<file path="src/rtl/core/cmap_pkg.sv">
// ----------------------------------------------------------------------------
// cmap_pkg
// Shared types and constants for the colormap stop interpolator.
// ----------------------------------------------------------------------------
`default_nettype none
package cmap_pkg;

	localparam logic [1:0] KIND_APPEND = 2'd0;
	localparam logic [1:0] KIND_CLEAR  = 2'd1;
	localparam logic [1:0] KIND_LOOKUP = 2'd2;

	localparam logic [16:0] ONE_Q16 = 17'h10000;

	localparam logic [0:0] CFG_RANGE_MIN = 1'b0;
	localparam logic [0:0] CFG_RANGE_MAX = 1'b1;

	typedef struct packed {
		logic [1:0]  kind;
		logic [15:0] sample_value;
		logic [16:0] stop_position;
		logic [7:0]  stop_red;
		logic [7:0]  stop_green;
		logic [7:0]  stop_blue;
		logic [7:0]  stop_alpha;
		logic        alpha_present;
	} in_beat_t;

	typedef struct packed {
		logic       status;
		logic       has_color;
		logic [7:0] out_red;
		logic [7:0] out_green;
		logic [7:0] out_blue;
		logic [7:0] out_alpha;
	} out_beat_t;

	// controller -> datapath commands
	typedef struct packed {
		logic load;      // capture input beat
		logic scan;      // compare one entry
		logic shift;     // move one entry up
		logic put;       // write new entry at ins
		logic repl;      // overwrite colour at hit
		logic clr;       // empty table
		logic div_start; // start divider
		logic div_sel;   // 0: normalize, 1: ratio
		logic fetch;     // read pair around idx
		logic blend;     // one channel mac
		logic fin;       // finalize result
	} cmd_t;

	// datapath -> controller status
	typedef struct packed {
		logic scan_last;
		logic hit;
		logic full;
		logic shift_done;
		logic div_busy;
		logic empty;
		logic need_div;   // normalize needs division
		logic edge_hit;   // empty table or clamp to an outer stop
		logic found;      // search stopped
		logic blend_last;
	} sts_t;

endpackage
`default_nettype wire

</file>
<file path="src/rtl/core/colormap_stop_interpolator.sv">
// ----------------------------------------------------------------------------
// colormap_stop_interpolator
// Sorted colour-stop table with piecewise-linear lookup.
// ----------------------------------------------------------------------------
// Input channel in_valid/in_ready carries one item: append, clear or lookup.
// Output channel out_valid/out_ready carries exactly one result beat per item.
// Configuration: cfg_we with cfg_index 0 (range_min) or 1 (range_max).
// One item at a time. Append scans the table (one entry a cycle), shifts
// entries up one a cycle, then writes. Lookup runs the restoring divider
// for the normalized position when the sample lies strictly inside the
// range, scans the stops one per cycle, runs the divider again for the
// ratio and blends one channel per cycle.
// Reset empties the table and loads range_min 0, range_max 65535.
// A stalled receiver holds the result beat; no new item is taken meanwhile.
// ----------------------------------------------------------------------------
`default_nettype none
module colormap_stop_interpolator #(
	parameter int MAX_STOPS = 16
) (
	input  wire logic                clk,
	input  wire logic                arst_n,
	input  wire logic                in_valid,
	output logic                     in_ready,
	input  wire cmap_pkg::in_beat_t  in_data,
	output logic                     out_valid,
	input  wire logic                out_ready,
	output cmap_pkg::out_beat_t      out_data,
	input  wire logic                cfg_we,
	input  wire logic [0:0]          cfg_index,
	input  wire logic [15:0]         cfg_data
);
	cmap_pkg::cmd_t cmd;
	cmap_pkg::sts_t sts;

	cmap_ctrl u_ctrl (
		.clk(clk), .arst_n(arst_n), .in_valid(in_valid), .in_ready(in_ready),
		.in_kind(in_data.kind), .out_valid(out_valid), .out_ready(out_ready),
		.sts(sts), .cmd(cmd)
	);

	cmap_datapath #(.MAX_STOPS(MAX_STOPS)) u_dp (
		.clk(clk), .arst_n(arst_n), .cfg_we(cfg_we), .cfg_idx(cfg_index),
		.cfg_hit(1'b1), .cfg_data(cfg_data), .in_beat(in_data),
		.cmd(cmd), .sts(sts), .res(out_data)
	);
endmodule
`default_nettype wire

</file>
<file path="src/rtl/core/cmap_div.sv">
// ----------------------------------------------------------------------------
// cmap_div
// Restoring divider, one quotient bit per cycle: (num << 16) / den.
// ----------------------------------------------------------------------------
`default_nettype none
module cmap_div (
	input  wire logic        clk,
	input  wire logic        arst_n,
	input  wire logic        start,
	input  wire logic [16:0] num,
	input  wire logic [16:0] den,
	output logic             busy,
	output logic [32:0]      quot
);
	logic [5:0]  cnt_q;
	logic [49:0] rem_q;
	logic [16:0] den_q;
	logic [32:0] quot_q;
	logic [17:0] part;

	always_ff @(posedge clk or negedge arst_n) begin
		if (!arst_n) begin
			cnt_q <= '0;
		end else if (start) begin
			cnt_q <= 6'd33;
		end else if (cnt_q != 6'd0) begin
			cnt_q <= cnt_q - 6'd1;
		end
	end

	assign part = {rem_q[49:33], rem_q[32]};

	always_ff @(posedge clk) begin
		if (start) begin
			rem_q  <= {17'd0, num, 16'd0};
			den_q  <= den;
			quot_q <= '0;
		end else if (cnt_q != 6'd0) begin
			if (part >= {1'b0, den_q}) begin
				rem_q  <= {(part[16:0] - den_q), rem_q[31:0], 1'b0};
				quot_q <= {quot_q[31:0], 1'b1};
			end else begin
				rem_q  <= {part[16:0], rem_q[31:0], 1'b0};
				quot_q <= {quot_q[31:0], 1'b0};
			end
		end
	end

	assign busy = (cnt_q != 6'd0);
	assign quot = quot_q;
endmodule
`default_nettype wire

</file>
<file path="src/rtl/core/cmap_datapath.sv">
// ----------------------------------------------------------------------------
// cmap_datapath
// Stop table, range registers, divider and channel blend.
// ----------------------------------------------------------------------------
`default_nettype none
module cmap_datapath #(
	parameter int MAX_STOPS = 16
) (
	input  wire logic                clk,
	input  wire logic                arst_n,
	input  wire logic                cfg_we,
	input  wire logic [0:0]          cfg_idx,
	input  wire logic                cfg_hit,
	input  wire logic [15:0]         cfg_data,
	input  wire cmap_pkg::in_beat_t  in_beat,
	input  wire cmap_pkg::cmd_t      cmd,
	output cmap_pkg::sts_t           sts,
	output cmap_pkg::out_beat_t      res
);
	localparam int IW = $clog2(MAX_STOPS);
	localparam int CW = $clog2(MAX_STOPS + 1);

	logic [16:0] place_q [MAX_STOPS];
	logic [31:0] rgba_q  [MAX_STOPS];
	logic [CW-1:0] count_q;
	logic [15:0] rmin_q, rmax_q;
	logic [1:0]  kind_q;
	logic [15:0] samp_q;
	logic [16:0] pos_q, t_q;
	logic [31:0] new_rgba_q;
	logic [CW-1:0] idx_q, ins_q, hit_idx_q;
	logic        hit_q, ins_set_q, put_q;
	logic [16:0] p0_q, p1_q;
	logic [31:0] c0_q, c1_q, col_q;
	logic [16:0] r_q;
	logic [1:0]  ch_q;
	logic        status_q;
	logic [16:0] div_num, div_den;
	logic        div_busy;
	logic [32:0] quot;
	logic [IW-1:0] ridx, ridx_m1, widx;

	cmap_div u_div (
		.clk(clk), .arst_n(arst_n), .start(cmd.div_start),
		.num(div_num), .den(div_den), .busy(div_busy), .quot(quot)
	);

	assign div_num = cmd.div_sel ? (t_q - p0_q) : {1'b0, samp_q - rmin_q};
	assign div_den = cmd.div_sel ? (p1_q - p0_q) : {1'b0, rmax_q - rmin_q};

	assign ridx    = idx_q[IW-1:0];
	assign ridx_m1 = ridx - IW'(1);

	always_ff @(posedge clk or negedge arst_n) begin
		if (!arst_n) begin
			rmin_q  <= 16'd0;
			rmax_q  <= 16'hFFFF;
			count_q <= '0;
		end else begin
			if (cfg_we && cfg_hit && cfg_idx == cmap_pkg::CFG_RANGE_MIN) rmin_q <= cfg_data;
			if (cfg_we && cfg_hit && cfg_idx == cmap_pkg::CFG_RANGE_MAX) rmax_q <= cfg_data;
			if (cmd.clr) count_q <= '0;
			else if (cmd.put) count_q <= count_q + CW'(1);
		end
	end

	assign widx = idx_q[IW-1:0];

	always_ff @(posedge clk) begin
		if (cmd.shift) begin
			place_q[widx] <= place_q[widx - IW'(1)];
			rgba_q[widx]  <= rgba_q[widx - IW'(1)];
		end else if (cmd.put) begin
			place_q[ins_q[IW-1:0]] <= pos_q;
			rgba_q[ins_q[IW-1:0]]  <= new_rgba_q;
		end else if (cmd.repl) begin
			rgba_q[hit_idx_q[IW-1:0]] <= new_rgba_q;
		end
	end

	function automatic logic [16:0] ONE_sub(input logic [16:0] r);
		return cmap_pkg::ONE_Q16 - r;
	endfunction

	logic [25:0] mac;
	logic [7:0]  a0, a1;
	assign a0  = c0_q[8*ch_q +: 8];
	assign a1  = c1_q[8*ch_q +: 8];
	assign mac = 26'(a0) * 26'(ONE_sub(r_q)) + 26'(a1) * 26'(r_q) + 26'd32768;

	always_ff @(posedge clk) begin
		if (cmd.load) begin
			kind_q     <= in_beat.kind;
			samp_q     <= in_beat.sample_value;
			pos_q      <= (in_beat.stop_position > cmap_pkg::ONE_Q16) ?
			              cmap_pkg::ONE_Q16 : in_beat.stop_position;
			new_rgba_q <= {in_beat.alpha_present ? in_beat.stop_alpha : 8'hFF,
			               in_beat.stop_blue, in_beat.stop_green, in_beat.stop_red};
			idx_q      <= '0;
			hit_q      <= 1'b0;
			ins_set_q  <= 1'b0;
			put_q      <= 1'b0;
			ins_q      <= count_q;
			hit_idx_q  <= '0;
			status_q   <= 1'b0;
			col_q      <= '0;
			ch_q       <= '0;
			if (in_beat.sample_value <= rmin_q) t_q <= 17'd0;
			else t_q <= cmap_pkg::ONE_Q16;
		end
		if (cmd.put) put_q <= 1'b1;
		if (cmd.scan) begin
			if (kind_q == cmap_pkg::KIND_APPEND) begin
				if (place_q[ridx] == pos_q) begin
					hit_q <= 1'b1;
					hit_idx_q <= idx_q;
				end
				if (!ins_set_q && !(place_q[ridx] < pos_q)) begin
					ins_set_q <= 1'b1;
					ins_q <= idx_q;
				end
				idx_q <= idx_q + CW'(1);
			end else begin
				// lookup search: stop at first place above t, or at the last stop
				if (!(t_q < place_q[ridx]) && idx_q != count_q - CW'(1))
					idx_q <= idx_q + CW'(1);
			end
		end
		if (cmd.shift) idx_q <= idx_q - CW'(1);
		if (cmd.div_start && !cmd.div_sel) idx_q <= '0;
		if (!cmd.div_start && !div_busy && cmd.fetch == 1'b0 && cmd.div_sel && !cmd.blend
		    && !cmd.scan && !cmd.fin) begin
			if (quot > 33'h10000) r_q <= cmap_pkg::ONE_Q16;
			else r_q <= quot[16:0];
		end
		if (!cmd.div_sel && !div_busy && !cmd.div_start && !cmd.scan && !cmd.load
		    && !cmd.fetch && !cmd.blend && !cmd.fin && sts.need_div)
			t_q <= quot[16:0];
		if (cmd.fetch) begin
			p0_q <= place_q[ridx_m1];
			p1_q <= place_q[ridx];
			c0_q <= rgba_q[ridx_m1];
			c1_q <= rgba_q[ridx];
		end
		if (cmd.blend) begin
			col_q[8*ch_q +: 8] <= mac[23:16];
			ch_q <= ch_q + 2'd1;
		end
		if (cmd.fin) begin
			if (kind_q == cmap_pkg::KIND_APPEND)
				status_q <= !hit_q && !put_q;
			else if (kind_q == cmap_pkg::KIND_LOOKUP) begin
				if (count_q == '0) col_q <= 32'hFFFF_FFFF;
				else if (t_q <= place_q[0]) col_q <= rgba_q[0];
				else if (t_q >= place_q[IW'(count_q - CW'(1))])
					col_q <= rgba_q[IW'(count_q - CW'(1))];
				else if (p1_q <= p0_q) col_q <= c0_q;
			end
		end
	end

	logic lk;
	assign lk = (kind_q == cmap_pkg::KIND_LOOKUP);
	assign sts.scan_last  = (idx_q == count_q - CW'(1));
	assign sts.hit        = hit_q;
	assign sts.full       = (count_q == CW'(MAX_STOPS));
	assign sts.shift_done = (idx_q == ins_q);
	assign sts.div_busy   = div_busy;
	assign sts.empty      = (count_q == '0);
	assign sts.need_div   = (samp_q > rmin_q) && (rmax_q > rmin_q) && (samp_q < rmax_q);
	assign sts.edge_hit   = (count_q == '0) || (t_q <= place_q[0]) ||
	                        (t_q >= place_q[IW'(count_q - CW'(1))]);
	assign sts.found      = (t_q < place_q[ridx]) || (idx_q == count_q - CW'(1));
	assign sts.blend_last = (ch_q == 2'd3) && lk;

	assign res.status    = status_q;
	assign res.has_color = lk;
	assign res.out_red   = col_q[7:0];
	assign res.out_green = col_q[15:8];
	assign res.out_blue  = col_q[23:16];
	assign res.out_alpha = col_q[31:24];
endmodule
`default_nettype wire

</file>
<file path="src/rtl/core/cmap_ctrl.sv">
// ----------------------------------------------------------------------------
// cmap_ctrl
// Sequencer for append, clear and lookup items.
// ----------------------------------------------------------------------------
`default_nettype none
module cmap_ctrl (
	input  wire logic           clk,
	input  wire logic           arst_n,
	input  wire logic           in_valid,
	output logic                in_ready,
	input  wire logic [1:0]     in_kind,
	output logic                out_valid,
	input  wire logic           out_ready,
	input  wire cmap_pkg::sts_t sts,
	output cmap_pkg::cmd_t      cmd
);
	localparam logic [3:0] S_IDLE  = 4'd0;
	localparam logic [3:0] S_SCAN  = 4'd1;
	localparam logic [3:0] S_SHIFT = 4'd2;
	localparam logic [3:0] S_PUT   = 4'd3;
	localparam logic [3:0] S_NDIV  = 4'd4;
	localparam logic [3:0] S_NWAIT = 4'd5;
	localparam logic [3:0] S_NTAKE = 4'd6;
	localparam logic [3:0] S_SRCH  = 4'd7;
	localparam logic [3:0] S_FETCH = 4'd8;
	localparam logic [3:0] S_RWAIT = 4'd9;
	localparam logic [3:0] S_RTAKE = 4'd10;
	localparam logic [3:0] S_BLEND = 4'd11;
	localparam logic [3:0] S_FIN   = 4'd12;
	localparam logic [3:0] S_OUT   = 4'd13;
	localparam logic [3:0] S_RDIV  = 4'd14;

	logic [3:0] state_q, state_d;

	assign in_ready  = (state_q == S_IDLE);
	assign out_valid = (state_q == S_OUT);

	always_ff @(posedge clk or negedge arst_n) begin
		if (!arst_n) begin
			state_q <= S_IDLE;
		end else begin
			state_q <= state_d;
		end
	end

	always_comb begin
		state_d = state_q;
		cmd = '0;
		case (state_q)
			S_IDLE: begin
				if (in_valid) begin
					cmd.load = 1'b1;
					case (in_kind)
						cmap_pkg::KIND_APPEND: state_d = S_SCAN;
						cmap_pkg::KIND_CLEAR: begin
							cmd.clr = 1'b1;
							state_d = S_FIN;
						end
						cmap_pkg::KIND_LOOKUP: state_d = S_NDIV;
						default: state_d = S_FIN;
					endcase
				end
			end
			S_SCAN: begin
				if (sts.empty) begin
					state_d = S_PUT;
				end else begin
					cmd.scan = 1'b1;
					if (sts.scan_last) state_d = S_SHIFT;
				end
			end
			S_SHIFT: begin
				if (sts.hit) begin
					cmd.repl = 1'b1;
					state_d = S_FIN;
				end else if (sts.full) begin
					state_d = S_FIN;
				end else if (sts.shift_done) begin
					state_d = S_PUT;
				end else begin
					cmd.shift = 1'b1;
				end
			end
			S_PUT: begin
				cmd.put = 1'b1;
				state_d = S_FIN;
			end
			S_NDIV: begin
				if (sts.need_div) begin
					cmd.div_start = 1'b1;
					state_d = S_NWAIT;
				end else begin
					state_d = S_SRCH;
				end
			end
			S_NWAIT: if (!sts.div_busy) state_d = S_NTAKE;
			S_NTAKE: state_d = S_SRCH;
			S_SRCH: begin
				if (sts.empty || sts.edge_hit) begin
					state_d = S_FIN;
				end else if (sts.found) begin
					state_d = S_FETCH;
				end else begin
					cmd.scan = 1'b1;
				end
			end
			S_FETCH: begin
				cmd.fetch = 1'b1;
				state_d = S_RDIV;
			end
			S_RDIV: begin
				cmd.div_sel = 1'b1;
				cmd.div_start = 1'b1;
				state_d = S_RWAIT;
			end
			S_RWAIT: begin
				cmd.div_sel = 1'b1;
				cmd.fetch = 1'b1;
				if (!sts.div_busy) state_d = S_RTAKE;
			end
			S_RTAKE: begin
				cmd.div_sel = 1'b1;
				state_d = S_BLEND;
			end
			S_BLEND: begin
				cmd.blend = 1'b1;
				if (sts.blend_last) state_d = S_FIN;
			end
			S_FIN: begin
				cmd.fin = 1'b1;
				state_d = S_OUT;
			end
			S_OUT: if (out_ready) state_d = S_IDLE;
			default: state_d = S_IDLE;
		endcase
	end
endmodule
`default_nettype wire

</file>
<file path="config.mk">
export PLATFORM = sky130hd
export DESIGN_NAME = colormap_stop_interpolator
export DESIGN_NICKNAME = d
export VERILOG_FILES = /design/src/rtl/core/cmap_pkg.sv /design/src/rtl/core/colormap_stop_interpolator.sv /design/src/rtl/core/cmap_div.sv /design/src/rtl/core/cmap_datapath.sv /design/src/rtl/core/cmap_ctrl.sv
export SDC_FILE = /design/constraint.sdc
export NUM_CORES = 2
export LEC_CHECK = 0
export ABC_AREA = 1
export ABC_CLOCK_PERIOD_IN_PS = 8700
export BUFFER_PORTS_ARGS = -buffer_cell sky130_fd_sc_hd__buf_4
export CORE_MARGIN = 2
export CORE_UTILIZATION = 25
export CTS_CLUSTER_SIZE = 12
export DETAILED_ROUTE_END_ITERATION = 8
export PLACE_DENSITY = 0.47
export SKIP_CTS_REPAIR_TIMING = 1
export SLEW_MARGIN = 30
export SYNTH_ARGS = -nofsm -noshare
export SYNTH_HDL_FRONTEND = slang
export SYNTH_HIERARCHICAL = 1
export SYNTH_SLANG_ARGS = --single-unit
</file>
<file path="constraint.sdc">
create_clock -name clk -period 8.7 [get_ports clk]
set_clock_uncertainty 0.05 [all_clocks]
set_input_delay 0 -clock clk [delete_from_list [all_inputs] [get_ports clk]]
set_output_delay 0 -clock clk [all_outputs]
set_load 0.02 [all_outputs]
</file>
# Word-level counts from Yosys, hierarchy flattened
# Memory sizes are Yosys's and may differ from the RTL's. A register that Yosys moved wholly into a read port is not among the register bits.
# Index checks and enable logic that the tools add are counted.
# word_totals
wordCells,258
ram_bits,784
output_inout_bits,36
n_memories,2
inputBits,90
register_bits,367
# mem_list
name,words,width,read_ports,rd_ports_with_merged_regs,write_ports,line,rtl
u_dp.rgba_q,16,32,4,1,1,cmap_datapath.sv:24,logic [31:0] rgba_q [MAX_STOPS];
u_dp.place_q,16,17,4,1,1,cmap_datapath.sv:23,logic [16:0] place_q [MAX_STOPS];
# op_classes
shifts,4
n_addsub,16
n_mux,105
bitwise_logic,2
order_cmp,12
eq_ne,31
mul,2
n_reduce_logical,55
# ops
cell,count
$mux 32,11
$mux 17,5
$mux 5,15
$mux 33,2
$mux 4,16
$reduce_or 32->1,2
$shiftx 32x6->8,2
$pmux 4 s15,1
$sub 17x17->17,3
$mux 50,1
$mul 8x17->24,2
$mux 1,44
$le 17x17->1,2
$lt 17x17->1,2
$neg 5->34,1
$shift 8x34->32 const A,1
$shiftx 8x34->32,1
$gt 33x17->1 const B,1
$bwmux 32,1
$gt 16x16->1,2
$sub 16x16->16,2
$eq 4x4->1 const B,7
$add 24x16->24 const B,1
$add 24x24->24,1
other kinds (42),101

# Depth between registers and ports, before layout
# An unclocked memory read counts as a cell.
# depth
ltp_word,15
mapped_depth,43
mapped_depth_nobuf,42

# By module
# The synthesis kept the hierarchy.
# modules_own_cells
mod,area_per_inst_um2,seq_area_each_um2,cells_each,instances
cmap_datapath,71492.3,31525.2,8486,1
cmap_div,4682.0,2172.1,609,1
cmap_ctrl,659.4,100.1,123,1
colormap_stop_interpolator,3.8,0.0,1,1

# Least setup slack after synthesis
# OpenSTA, ideal clock, no wires.
# synth_timing
kind,reg-to-reg
from,reg u_dp.r_q[0]
to,reg u_dp.col_q[31]
slack_ps,1812
arrival_time_ps,6772
setup_ps,66
path_stages_with_launch,39
required_time_ps,8584
path_buffers,1
period_less_slack_ps,6888
path_cell_list,edfxtp_1 -> inv_1 -> clkbuf_1 -> ha_1 -> nand2_2 -> nor2_4 -> nand3_2 -> nor2_4 -> nand4_1 -> o21ai_0 -> nand2_1 -> inv_1 -> nand2_1 -> fa_1 -> fa_1 -> fa_1 -> inv_1 -> fa_1 -> (+3 left out) -> inv_1 -> ha_1 -> a21oi_1 -> a21boi_0 -> nand2_1 -> a21oi_1 -> nand2_1 -> nand2_1 -> nand2_1 -> nand2_1 -> nand3_2 -> nor2_2 -> nand2_1 -> nand3_1 -> nand2_1 -> nand2_1 -> nand2_1 -> a21oi_2
# synth_between
elab_chain_len,14
elab_cells_between_ends,15
cone_classes,add/sub (3); mul (2); shift (1); mux (9)
# synth_rtl
element,line,rtl
start: declaration,cmap_datapath.sv:35,logic [16:0] r_q;
start signal: assignment,cmap_datapath.sv:133,if (quot > 33'h10000) r_q <= cmap_pkg::ONE_Q16;
start signal: assignment,cmap_datapath.sv:134,else r_q <= quot[16:0];
$sub 17x17->17,cmap_datapath.sv:82,return cmap_pkg::ONE_Q16 - r;
$mul 8x17->24,cmap_datapath.sv:89,assign mac = 26'(a0) * 26'(ONE_sub(r_q)) + 26'(a1) * 26'(r_q) + 26'd32768;
$add 24x24->24 *,cmap_datapath.sv:89,
$add 24x16->24 *,cmap_datapath.sv:89,
$shiftx 8x34->32 *,cmap_datapath.sv:146,col_q[8*ch_q +: 8] <= mac[23:16];
$bwmux 32 *,cmap_datapath.sv:146,
$mux 32 *,cmap_datapath.sv:145,if (cmd.blend) begin
$mux 32,cmap_datapath.sv:157,else if (p1_q <= p0_q) col_q <= c0_q;
$mux 32,cmap_datapath.sv:155,else if (t_q >= place_q[IW'(count_q - CW'(1))])
$mux 32,cmap_datapath.sv:154,else if (t_q <= place_q[0]) col_q <= rgba_q[0];
$mux 32,cmap_datapath.sv:153,if (count_q == '0) col_q <= 32'hFFFF_FFFF;
$mux 32,cmap_datapath.sv:152,else if (kind_q == cmap_pkg::KIND_LOOKUP) begin
$mux 32,cmap_datapath.sv:150,if (kind_q == cmap_pkg::KIND_APPEND)
$mux 32 *,cmap_datapath.sv:149,if (cmd.fin) begin
end signal: assignment,cmap_datapath.sv:154,
end signal: assignment,cmap_datapath.sv:156,col_q <= rgba_q[IW'(count_q - CW'(1))];
end signal: assignment,cmap_datapath.sv:157,
end: declaration,cmap_datapath.sv:34,"logic [31:0] c0_q, c1_q, col_q;"
# Every way passes the cells marked *; elsewhere a longest branch is shown, timed or not.
# A chain may end at the register's enable or synchronous reset.

# Final worst setup path
# layout_timing
from,reg u_dp.ch_q[0]
to,reg u_dp.col_q[17]
# layout_between
elab_chain_len,14
elab_cells_between_ends,18
cone_classes,add/sub (3); mul (2); shift (4); mux (9)
# layout_rtl
element,line,rtl
start: declaration,cmap_datapath.sv:36,logic [1:0] ch_q;
start signal: assignment,cmap_datapath.sv:147,ch_q <= ch_q + 2'd1;
$shiftx 32x6->8 (on tied branches),"cmap_datapath.sv:87, cmap_datapath.sv:88",
$mul 8x17->24,cmap_datapath.sv:89,
$add 24x24->24,cmap_datapath.sv:89,
$add 24x16->24,cmap_datapath.sv:89,
$shiftx 8x34->32,cmap_datapath.sv:146,
$bwmux 32 *,cmap_datapath.sv:146,
$mux 32 *,cmap_datapath.sv:145,
$mux 32,cmap_datapath.sv:157,
$mux 32,cmap_datapath.sv:155,
$mux 32,cmap_datapath.sv:154,
$mux 32,cmap_datapath.sv:153,
$mux 32,cmap_datapath.sv:152,
$mux 32,cmap_datapath.sv:150,
$mux 32 *,cmap_datapath.sv:149,
# Marks and branches as above.

==> reports/qor.txt <==
Peak Freq = 0.125 GHz
Final Worst Setup Slack = 0.712 ns
Crit path from = u_dp/ch_q[0]
Critical Path Stages = 32
DRT iter0 DRCs = 8,474
Gr usage total = 0.193
Final hold violation count = 6
Setup Slack @ Placement = 0.694 ns
Crit path arrival time = 8.66 ns
Crit Path Max Fanout = 31
First-pass GRT wire length = 452,000 um
IO Count = 126
RSZ-0062 raised after global routing = false
Layout net count = 9,809
CTS root buffer = clkbuf_16
Die X = 558 um
Port Buffers = 125
Commonest cells in the netlist = o21ai_0 (1,529), a21oi_1 (1,447), inv_1 (1,141), nand2_1 (1,140), edfxtp_1 (1,019)
WHS = -0.0467 ns
Post-synth EDFFs = 1,019
CP Capture Type = register
# clock sinks = 1,166
Core footprint = 0.306 sq mm
Yosys top cell area share = 0.398
Seq/Total Area, Yosys = 0.440
Post-synth cell types = 76
Main synth FF type = edfxtp_1
Final slew viol count = 0
Crit-path slowest cell = fa_1
Worst reg2reg endpoint = u_dp/col_q[17]
Met3 usage = 0.0250
Crit path to = u_dp/col_q[17]
WL/cell = 23.3 um
Leading area contributor after synthesis = edfxtp_1
Relative slew margins = 0.260
Area growth, synth to finish = 15.7%
CP delay by family, top = adder cells
Most Crowded Layer GR = met2
Post-DRT Antenna Nets = 0
Warnings from Yosys = 6
Chip height = 558 um
Worst r2r src = u_dp/ch_q[0]
Pin count of the biggest net entering global routing = 237
Seq cells post-synth = 1,166
H-tree depth = 4
CP Buf/Inv Count = 5
Clk slew on worst S/H paths = 0.06 ns
Max Cap Viol = 0
FFs w/ async S/R, synth = 0.0403
Initial antenna violation count = 13
GRT overflow = 0
Outcome = complete, but fails checks
Failing checks = negative hold slack
Share of layout cells above drive strength 1 = 0.0742
Num CTS Buffers = 143
Routed wire length = 313,000 um
Slew @ Worst Pin = 1.11 ns
Vias per cell = 5.24
Worst Reg2Reg Path Length in Cells = 32
Drt first pass iters = 7
Min cycle time layout = 7.99 ns
Count leader, synth = o21ai_0
HP Class = input port to register
WP data required = 9.38 ns
WS Path Type = register to register
Final setup viols = 0
TritonCTS clock tree = done
Worst Setup Start Kind = register
Largest cells by area after synthesis = edfxtp_1 (40%), o21ai_0 (10%), a21oi_1 (9.4%)
Final period utilization = 0.918
Gpl congestion = 0.899
DIE AREA = 0.312 sq mm
Clock latency reported for the late side of the worst-skew pair = 0.85 ns
Syn Inst Count = 9,219
Cell Rows = 203
DRC = 0
Slowest cell delay on critical path = 0.55 ns
Setup_tns = 0 ns
Setup slack, reg-to-reg = 0.71 ns
Avg Cell Area, Syn = 8.33 sq um
Met1 Usage GRT = 0.255
Detailed placer's ending HPWL = 202,000 um
Initial Util = 0.251
Synthesized area = 0.0768 sq mm
GR Layer Usage met2 = 0.315
Number of global-route vias before repair = 67,300
Routed vias = 70,400
Max clock buf depth = 4
Most used cell, CP = nand2_1
## metrics by stage
| step | area, sq um | util | cells |
|---|---|---|---|
| finish | 88900 | 0.291 | 13400 |
| global route | 88900 | 0.291 | 13400 |
| floorplan | 76800 | - | 9220 |
| detailed placement | 82600 | 0.270 | 13000 |
| CTS | 87100 | 0.285 | 13300 |
| global placement | 82100 | 0.269 | 13000 |
## how the worst min path moves through the flow
stage | start | end | slack (ns) | depth (start not counted)
3_5_place_dp | arst_n | u_dp/rmin_q[6] | 0.07 | 1
3_3_place_gp | arst_n | u_dp/rmin_q[6] | 0.05 | 1
6_report | cfg_data[2] | u_dp/rmax_q[2] | -0.05 | 4
4_1_cts | arst_n | u_dp/rmin_q[6] | -0.80 | 1
5_1_grt | cfg_data[7] | u_dp/rmin_q[7] | -0.02 | 4
2_1_floorplan | arst_n | u_ctrl/state_q[0] | -0.35 | 0
## final cells by class
cell class	count	area (sq um)
Antenna cell	3	7.51
Clock buffer	182	3800
Clock inverter	63	628
Fill cell	32400	217000
Inverter	1169	4440
Multi-Input combinational cell	6282	36700
Sequential cell	1166	33800
Tap cell	4100	5130
Timing Repair Buffer	463	4380
## worst register-to-register path: cells and delay by family (launching register included)
kind	cells	cell delay, ns
fa+ha+maj	7	3.33
simple gates	18	2.78
buf+inv	5	1.07
flops	1	0.45
compound gates	2	0.21
## logic make-up (layout without fill, tap and decap cells)
family | Yosys count | count (layout) | share of synthesized area
AO/OA/AOI/OAI | 3266 | 3266 | 0.224
XOR/XNOR | 55 | 55 | 0.00656
adder cells (fa/ha/maj) | 494 | 494 | 0.102
buffers and inverters | 1772 | 1877 | 0.0898
flip-flops | 1166 | 1166 | 0.440
multiplexers | 5 | 5 | 0.000668
other | 1 | 5 | 0.0000488
AND/OR/NAND/NOR | 2460 | 2460 | 0.137
## placed cells by master (no fill, tap or decap), types with 171 or more instances in the layout
cell | netlist | final
dlygate4sd3_1 | 0 | 171
edfxtp_1 | 1019 | 1019
a21oi_1 | 1447 | 1447
inv_1 | 1141 | 1137
nand2_1 | 1140 | 1132
o21ai_0 | 1529 | 1523
nand3_1 | 509 | 508
ha_1 | 271 | 269
buf_4 | 8 | 259
fa_1 | 223 | 223
nor2_1 | 603 | 571
## per-layer routing
metal / up-vias / wire length, um / part of all wire
li1: 31900 / - / -
met2: 3545 / 145000 / 0.46
met1: 34200 / 130000 / 0.42
met4: 6 / 13700 / 0.044
met5: - / 47 / 0.00015
met3: 735 / 24800 / 0.079
## state kept, by name, summed over array words and instances (netlist names), 32 cells and up
register          flops
u_dp/new_rgba_q      32
u_dp/c0_q            32
u_dp/c1_q            32
u_dp/col_q           32
u_dp/u_div/quot      33
u_dp/u_div/rem_q     34
u_dp/place_q        272
u_dp/rgba_q         512
Power is left out: the tool's default activity adds up to more than one toggle a clock period on the data nets, which glitch-free logic cannot reach.
